$ cat config.mk
export PLATFORM = sky130hd
export DESIGN_NAME = nand_command_cycle_sequencer
export DESIGN_NICKNAME = d
export VERILOG_FILES = /design/src/ncs_pkg.sv /design/src/nand_command_cycle_sequencer.sv /design/src/ncs_decode.sv /design/src/ncs_emit.sv
export SDC_FILE = /design/constraint.sdc
export NUM_CORES = 1
export LEC_CHECK = 0
export BUFFER_PORTS_ARGS = -buffer_cell sky130_fd_sc_hd__buf_2
export CORE_ASPECT_RATIO = 2
export CORE_UTILIZATION = 60
export CTS_BUF_LIST = sky130_fd_sc_hd__clkbuf_2 sky130_fd_sc_hd__clkbuf_4 sky130_fd_sc_hd__clkbuf_8
export CTS_CLUSTER_SIZE = 14
export DETAILED_ROUTE_END_ITERATION = 10
export PLACE_DENSITY = 0.93
export SYNTH_ARGS = -nofsm -noshare
export SYNTH_HDL_FRONTEND = slang
export SYNTH_SLANG_ARGS = --single-unit
$ cat constraint.sdc
create_clock -name clk -period 11.21 [get_ports clk]
set_input_delay 1.121 -clock clk [delete_from_list [all_inputs] [get_ports clk]]
set_output_delay 1.121 -clock clk [all_outputs]
set_load 0.005 [all_outputs]
$ cat src/ncs_pkg.sv
// Shared types, opcodes and helpers for the NAND command cycle sequencer.
`timescale 1ns / 1ps

package ncs_pkg;

  localparam int NumCycles = 8;
  localparam int IdxW      = $clog2(NumCycles);
  localparam int CfgIdxW   = 3;
  localparam int CfgDataW  = 15;

  localparam logic [CfgIdxW-1:0] RegBusWidth16   = 3'd0;
  localparam logic [CfgIdxW-1:0] RegExtraRow     = 3'd1;
  localparam logic [CfgIdxW-1:0] RegPageBytes    = 3'd2;
  localparam logic [CfgIdxW-1:0] RegHasReadyPin  = 3'd3;
  localparam logic [CfgIdxW-1:0] RegFixedDelayUs = 3'd4;

  localparam logic [7:0] OpRead0       = 8'h00;
  localparam logic [7:0] OpRndOut      = 8'h05;
  localparam logic [7:0] OpPageProg    = 8'h10;
  localparam logic [7:0] OpCachedProg  = 8'h15;
  localparam logic [7:0] OpReadStart   = 8'h30;
  localparam logic [7:0] OpReadOob     = 8'h50;
  localparam logic [7:0] OpErase1      = 8'h60;
  localparam logic [7:0] OpStatus      = 8'h70;
  localparam logic [7:0] OpSeqIn       = 8'h80;
  localparam logic [7:0] OpRndIn       = 8'h85;
  localparam logic [7:0] OpReadId      = 8'h90;
  localparam logic [7:0] OpErase2      = 8'hD0;
  localparam logic [7:0] OpRndOutStart = 8'hE0;
  localparam logic [7:0] OpParam       = 8'hEC;
  localparam logic [7:0] OpGetFeat     = 8'hEE;
  localparam logic [7:0] OpSetFeat     = 8'hEF;
  localparam logic [7:0] OpReset       = 8'hFF;

  typedef enum logic [1:0] {
    KindCmd   = 2'd0,
    KindAddr  = 2'd1,
    KindDelay = 2'd2,
    KindWait  = 2'd3
  } kind_t;

  typedef struct packed {
    logic [7:0]  opcode;
    logic        has_column;
    logic [15:0] column_address;
    logic        has_page;
    logic [23:0] page_address;
  } in_t;

  typedef struct packed {
    kind_t      cycle_kind;
    logic [7:0] cycle_byte;
    logic       clear_ready;
    logic       last_cycle;
  } out_t;

  typedef struct packed {
    logic        bus_width_16;
    logic        extra_row_cycle;
    logic [14:0] page_data_bytes;
    logic        has_ready_pin;
    logic [7:0]  fixed_delay_us;
  } cfg_t;

  typedef struct packed {
    out_t [NumCycles-1:0] cycles;
    logic [IdxW-1:0]      last_idx;
  } seq_t;

  function automatic out_t make_cycle(kind_t kind, logic [7:0] byte_val, logic clr);
    out_t c;
    c.cycle_kind  = kind;
    c.cycle_byte  = byte_val;
    c.clear_ready = clr;
    c.last_cycle  = 1'b0;
    return c;
  endfunction

  function automatic out_t make_latch(logic [7:0] op);
    return make_cycle(KindCmd, op,
                      (op != OpStatus) && (op != OpReadId) && (op != OpReset));
  endfunction

endpackage

$ cat src/nand_command_cycle_sequencer.sv
// Top level of the NAND command cycle sequencer: registers, decode and emitter.
`timescale 1ns / 1ps

// Each accepted request is expanded at once into its bus-cycle list (one
// command latch, optional column and page address bytes, then, by opcode,
// a tail latch and/or a wait-ready or fixed-delay cycle) and those cycles
// leave one per clock, unless out_stall holds them, through a single output
// register. A request has 1 to 8 bus cycles, and the next request is
// taken in the clock in which the last cycle of the current one moves into
// the output register, so back-to-back requests leave no gap on the output.
// Configuration registers are written through the cfg_ channel, always
// ready, and must only be changed while no request is in flight.

module nand_command_cycle_sequencer (
  input  logic                          clk,
  input  logic                          rst_n,
  input  logic                          in_valid,
  output logic                          in_stall,
  input  ncs_pkg::in_t                  in_data,
  output logic                          out_valid,
  input  logic                          out_stall,
  output ncs_pkg::out_t                 out_data,
  input  logic                          cfg_valid,
  output logic                          cfg_ready,
  input  logic [ncs_pkg::CfgIdxW-1:0]   cfg_index,
  input  logic [ncs_pkg::CfgDataW-1:0]  cfg_data
);

  ncs_pkg::cfg_t cfg_r;
  ncs_pkg::seq_t seq;
  logic          busy;
  logic          done;
  logic          load;

  assign cfg_ready = 1'b1;

  always_ff @(posedge clk) begin
    if (!rst_n) begin
      cfg_r.bus_width_16    <= 1'b0;
      cfg_r.extra_row_cycle <= 1'b0;
      cfg_r.page_data_bytes <= 15'd2048;
      cfg_r.has_ready_pin   <= 1'b1;
      cfg_r.fixed_delay_us  <= 8'd15;
    end else if (cfg_valid && cfg_ready) begin
      unique case (cfg_index)
        ncs_pkg::RegBusWidth16:   cfg_r.bus_width_16    <= cfg_data[0];
        ncs_pkg::RegExtraRow:     cfg_r.extra_row_cycle <= cfg_data[0];
        ncs_pkg::RegPageBytes:    cfg_r.page_data_bytes <= cfg_data;
        ncs_pkg::RegHasReadyPin:  cfg_r.has_ready_pin   <= cfg_data[0];
        ncs_pkg::RegFixedDelayUs: cfg_r.fixed_delay_us  <= cfg_data[7:0];
        default: begin
        end
      endcase
    end
  end

  assign in_stall = busy && !done;
  assign load     = in_valid && !in_stall;

  ncs_decode u_decode (
    .req (in_data),
    .cfg (cfg_r),
    .seq (seq)
  );

  ncs_emit u_emit (
    .clk       (clk),
    .rst_n     (rst_n),
    .load      (load),
    .seq       (seq),
    .busy      (busy),
    .done      (done),
    .out_valid (out_valid),
    .out_stall (out_stall),
    .out_data  (out_data)
  );

endmodule

$ cat src/ncs_decode.sv
// Expands one command request into its list of bus cycles.
`timescale 1ns / 1ps

module ncs_decode (
  input  ncs_pkg::in_t  req,
  input  ncs_pkg::cfg_t cfg,
  output ncs_pkg::seq_t seq
);

  localparam int IdxCnt = ncs_pkg::IdxW;

  always_comb begin
    logic [7:0]  op;
    logic [16:0] col;
    logic [15:0] col_bus;
    logic        wide_op;
    logic [IdxCnt:0] n;
    logic [IdxCnt:0] n_m1;

    op  = req.opcode;
    col = {1'b0, req.column_address};
    if (op == ncs_pkg::OpReadOob) begin
      col = {1'b0, req.column_address} + {2'b00, cfg.page_data_bytes};
      op  = ncs_pkg::OpRead0;
    end
    wide_op = (op != ncs_pkg::OpReadId) && (op != ncs_pkg::OpParam) &&
              (op != ncs_pkg::OpGetFeat) && (op != ncs_pkg::OpSetFeat);
    col_bus = (cfg.bus_width_16 && wide_op) ? col[16:1] : col[15:0];

    seq.cycles = '0;
    n = '0;

    seq.cycles[n[IdxCnt-1:0]] = ncs_pkg::make_latch(op);
    n = n + 1'b1;

    if (req.has_column) begin
      seq.cycles[n[IdxCnt-1:0]] = ncs_pkg::make_cycle(ncs_pkg::KindAddr, col_bus[7:0], 1'b0);
      n = n + 1'b1;
      seq.cycles[n[IdxCnt-1:0]] = ncs_pkg::make_cycle(ncs_pkg::KindAddr, col_bus[15:8], 1'b0);
      n = n + 1'b1;
    end

    if (req.has_page) begin
      seq.cycles[n[IdxCnt-1:0]] =
        ncs_pkg::make_cycle(ncs_pkg::KindAddr, req.page_address[7:0], 1'b0);
      n = n + 1'b1;
      seq.cycles[n[IdxCnt-1:0]] =
        ncs_pkg::make_cycle(ncs_pkg::KindAddr, req.page_address[15:8], 1'b0);
      n = n + 1'b1;
      if (cfg.extra_row_cycle) begin
        seq.cycles[n[IdxCnt-1:0]] =
          ncs_pkg::make_cycle(ncs_pkg::KindAddr, req.page_address[23:16], 1'b0);
        n = n + 1'b1;
      end
    end

    unique case (op) inside
      ncs_pkg::OpCachedProg, ncs_pkg::OpPageProg, ncs_pkg::OpErase1,
      ncs_pkg::OpErase2, ncs_pkg::OpSeqIn, ncs_pkg::OpRndIn,
      ncs_pkg::OpStatus: begin
      end
      ncs_pkg::OpReset: begin
        seq.cycles[n[IdxCnt-1:0]] = ncs_pkg::make_cycle(ncs_pkg::KindWait, 8'h00, 1'b0);
        n = n + 1'b1;
      end
      ncs_pkg::OpRndOut: begin
        seq.cycles[n[IdxCnt-1:0]] = ncs_pkg::make_latch(ncs_pkg::OpRndOutStart);
        n = n + 1'b1;
      end
      default: begin
        if (op == ncs_pkg::OpRead0) begin
          seq.cycles[n[IdxCnt-1:0]] = ncs_pkg::make_latch(ncs_pkg::OpReadStart);
          n = n + 1'b1;
        end
        if (cfg.has_ready_pin) begin
          seq.cycles[n[IdxCnt-1:0]] = ncs_pkg::make_cycle(ncs_pkg::KindWait, 8'h00, 1'b0);
        end else begin
          seq.cycles[n[IdxCnt-1:0]] =
            ncs_pkg::make_cycle(ncs_pkg::KindDelay, cfg.fixed_delay_us, 1'b0);
        end
        n = n + 1'b1;
      end
    endcase

    n_m1 = n - 1'b1;
    seq.last_idx = n_m1[IdxCnt-1:0];
    seq.cycles[seq.last_idx].last_cycle = 1'b1;
  end

endmodule

$ cat src/ncs_emit.sv
// Holds one expanded request and sends its cycles through the output register.
`timescale 1ns / 1ps

module ncs_emit (
  input  logic          clk,
  input  logic          rst_n,
  input  logic          load,
  input  ncs_pkg::seq_t seq,
  output logic          busy,
  output logic          done,
  output logic          out_valid,
  input  logic          out_stall,
  output ncs_pkg::out_t out_data
);

  ncs_pkg::out_t [ncs_pkg::NumCycles-1:0] list_r;
  logic [ncs_pkg::IdxW-1:0] last_idx_r;
  logic [ncs_pkg::IdxW-1:0] idx_r;
  logic                     full_r;
  logic                     out_valid_r;
  ncs_pkg::out_t            out_data_r;
  logic                     adv;

  assign adv  = full_r && (!out_valid_r || !out_stall);
  assign done = adv && (idx_r == last_idx_r);
  assign busy = full_r;

  always_ff @(posedge clk) begin
    if (!rst_n) begin
      full_r      <= 1'b0;
      idx_r       <= '0;
      out_valid_r <= 1'b0;
    end else begin
      if (load) begin
        full_r <= 1'b1;
        idx_r  <= '0;
      end else if (done) begin
        full_r <= 1'b0;
      end else if (adv) begin
        idx_r <= idx_r + 1'b1;
      end
      if (adv) begin
        out_valid_r <= 1'b1;
      end else if (!out_stall) begin
        out_valid_r <= 1'b0;
      end
    end
  end

  always_ff @(posedge clk) begin
    if (load) begin
      list_r     <= seq.cycles;
      last_idx_r <= seq.last_idx;
    end
    if (adv) begin
      out_data_r <= list_r[idx_r];
    end
  end

  assign out_valid = out_valid_r;
  assign out_data  = out_data_r;

endmodule
==> impl_summary.md <==
Clock tree
The number of sinks on the clock net is 142. The root buffer selected by CTS is clkbuf_8. TritonCTS built the clock tree. The number of setup buffers added after CTS is 0. The clock tree buffer depth is 2.

The number of buffers inserted for hold repair after clock tree synthesis is 0. The total of cells resized after clock tree synthesis is 0. The clock tree synthesis step divided the H-tree into 4 levels. The clock transition time at the flip-flop clock pins of the worst setup and hold paths is 0.09 ns. The number of clock buffers inserted by TritonCTS is 17. The clock insertion delay at the later pin of the skew report is 0.47 ns.

Global routing
Entering global routing, the biggest net connects 101 pins. The all-layer global routing usage is 38.5%. The number of antenna violations at the first check in global routing came to 0.

The remaining global-route overflow is 0. The first global-routing pass estimated 43000 um of wire. The number of global-route vias before repair was 7959.

Placement
The cell area reported after detailed placement is 0.00957 mm2. The post-placement worst setup slack is 6.16 ns. After legalization and detailed placement, the total HPWL measured 20800 um.

Routability-driven placement finished with a final weighted congestion of 1.02. In this run the tool buffered the top-level ports with 86 buffer cells.

Detailed routing
Summed over all layers, the routed wires come to 28300 um. Once detail routing completed, the nets flagged for antenna violations numbered 0. After detailed routing, the number of vias per cell comes to 6.95. Before antenna repair, the detailed router went through 8 iterations. The post-detailed-route wirelength per cell is 23.8 um. The number of vias after detailed routing is 8259. The number of violations reported at the end of detailed-routing iteration 0 is 1123. After detailed routing, the number of remaining DRC violations is 0.

STA
The slew at the pin closest to its max-slew limit is 1.26 ns. Dividing the final minimum period by the clock period gives 41.7%. The final max-slew violation count is 0.

In the final timing run, aggregate negative setup slack is 0 ns. The highest achievable clock rate is 214 MHz. The setup-violating endpoint count in the final report is 0. Measured against its own limit, the worst slew margin works out to 15.8%. The count of endpoints failing hold in the final timing report is 0. Setup repair after global routing left no endpoint under its margin.

The worst setup skew after layout is 0.0146 ns. Setup slack on the critical path of the routed design comes to 6.53 ns. Counting I/O delays and the setup requirement, the final critical path takes 4.68 ns.

Floorplan
The number of top-level pins is 88. The horizontal die dimension is 88.9 um. The area of the die is 0.0156 mm2. The die is 176 um tall. The core region is 0.0148 mm2. The total number of placement rows is 63. The effective utilization at floorplan is 61.2%.

Yosys
Ranked by total cell area, the synthesized netlist is headed by edfxtp_1 (37%), dfxtp_1 (6.8%), nand2_1 (6.0%), mux4_2 (6.0%), o21ai_0 (3.1%). The synthesized netlist devotes 3.12% of its cell area to adder and majority cells. The count of synthesis-stage warnings from yosys is 0. The number of distinct standard cells referenced by the synthesized netlist is 84. The synthesized design spends more area on one cell type than any other, namely edfxtp_1. The number of nets handed over by synthesis was 1023. Synthesis produced 928 cells. The leading register cell type out of synthesis is edfxtp_1.

The top cell type's share of synthesized area is 36.8%. The mean area per synthesized cell is 9.77 um2. Of the total synthesized cell area, the portion taken by AND, OR, NAND and NOR gates is 17.8%.

The multiplexer share of the synthesized area is 9.80%. The synthesized flop and latch total is 142. After synthesis the cells add up to 0.00907 mm2. The register area share after synthesis is 43.6%. The fraction of registers with async set or reset after synthesis is 0%. The synthesized netlist devotes 20.2% of its cell area to compound gates. The synthesized-area fraction occupied by xor and xnor cells is 1.82%. The dominant combinational cell family by area after synthesis is compound AO/OA/AOI/OAI gates.

The count of flip-flops with a built-in enable after synthesis is 111.

Worst setup path
At the worst endpoint, the arrival time is 4.91 ns. The startpoint type of the worst setup path is an input port. The startpoint-to-endpoint class of the critical path is input port to flop. For the worst setup path, the data required time is 11.44 ns. Along the worst path, the maximum fanout reaches 37.

The type of destination of the critical path is a flop.

Hold path
The worst min-delay path class is flop to flop.

Final layout
The diode insertion count for antenna repair is 0. The filler cell count in the final layout is 1253. Cells with a size suffix above 1 make up 18.5% of the layout. Summing all non-filler instances in the final layout gives an area of 0.0100 mm2. Compared with the post-synthesis result, the final layout area differs by 10.6%. In the final design database the tool counted 1076 nets.

Power and ir drop
The leakage power figure is 3.74 nW. The overall power of the completed layout is 0.00130 W. The maximum vdd drop is 0.0860 mV.

The power density over the cells is 129 mW/mm2.

Status
The flow ran to the end, and the final reports show no timing, DRC or antenna violations.

Flow run
The count of maximum capacitance violations is 0.
state kept, by name, indices dropped and copies added, names as in the netlist:
signal and flops:
u_emit.last_idx_r 3, cfg_r 26, u_emit.out_valid 1, u_emit.out_data 12
u_emit.list_r 96, u_emit.idx_r 3, u_emit.busy 1
cells by family after synthesis:
family / count (synthesis)
flip-flops: 142
XOR/XNOR: 18
other: 1
AO/OA/AOI/OAI: 270
multiplexers: 57
buffers and inverters: 80
AND/OR/NAND/NOR: 338
adder cells (fa/ha/maj): 22
metal layers:
layer	vias to the layer above	wire, um	global-route usage, %
met3	190	2330	8.36
met1	3870	8710	38.6
met2	570	14600	65.2
met5	-	0	0
li1	3629	-	-
met4	0	2700	32.7
final cells by class:
type                    instances  area (um2)  share of cell area [%]
clock buffers                  19         249                    2.48
clock inverters                13         211                    2.11
inverters                      19        71.3                   0.711
multi-input cells             706        4800                    47.8
flip-flops and latches        142        3960                    39.4
well taps                     195         244                    2.43
repair buffers                 95         498                    4.97
path summary, 6_finish.rpt:
path	start	to	slack [ns]	cells after the start
hold / removal	cfg_r[25]	cfg_r[25]	0.48	2
setup reg to reg	cfg_r[24]	u_emit.list_r[31]	6.91	8
hold reg to reg	cfg_r[25]	cfg_r[25]	0.48	2
setup / recovery	in_data[41]	u_emit.list_r[31]	6.53	9
layout by cell type, fill, tap and decap left out, types with 12 or more instances in the layout:
cell	n
mux2_2	14
mux4_2	24
dfxtp_1	30
nand3_1	35
o21ai_0	57
mux2i_1	19
or3_1	12
and2_1	13
inv_1	17
o21a_1	12
nand2_1	144
buf_2	86
nor2b_1	14
o22ai_1	27
clkbuf_8	17
nor3_1	12
a21boi_0	20
nor2_1	62
ha_1	21
a21oi_1	48
xnor2_1	12
edfxtp_1	111
critical path: stages:
cell      delay, ns
buf_2          0.51
inv_1          0.20
ha_1           0.45
a21oi_1        0.52
ha_1           0.39
xnor2_1        0.22
a31oi_1        0.82
o311ai_0       0.31
o31a_1         0.36
power breakdown:
group | switching [W] | internal [W] | total [W]
Sequential | 0.0000116 | 0.000605 | 0.000617
Clock | 0.000215 | 0.000271 | 0.000486
Combinational | 0.000118 | 0.0000772 | 0.000195
through the flow:
step	cells	hold WS, ns	util (%)
final	1189	0.475	67.7
after global routing	1189	0.503	67.7
after CTS	1189	0.479	67.7
after detailed placement	1157	0.467	64.5
after global placement	1157	0.459	64.5
after floorplan	928	0.444	-
cell usage after synthesis (6+ instances only):
cell type,count
a22o_1,7
buf_2,10
nor2_1,62
clkbuf_1,40
nand3_1,35
o21ai_0,57
a31oi_1,8
o21a_1,12
nor2b_1,15
o221ai_1,6
mux4_2,24
buf_1,8
a21o_1,9
and3_1,8
a21oi_1,48
or3_1,12
ha_1,21
a21boi_0,20
nand4_1,6
a22oi_1,9
mux2i_1,19
dfxtp_1,31
edfxtp_1,111
and2_1,13
o22ai_1,27
nand2_1,144
inv_1,17
nand2b_1,6
nor3_1,12
xnor2_1,12
mux2_2,14
o31ai_1,8
Power figures use the tool's default switching activity.
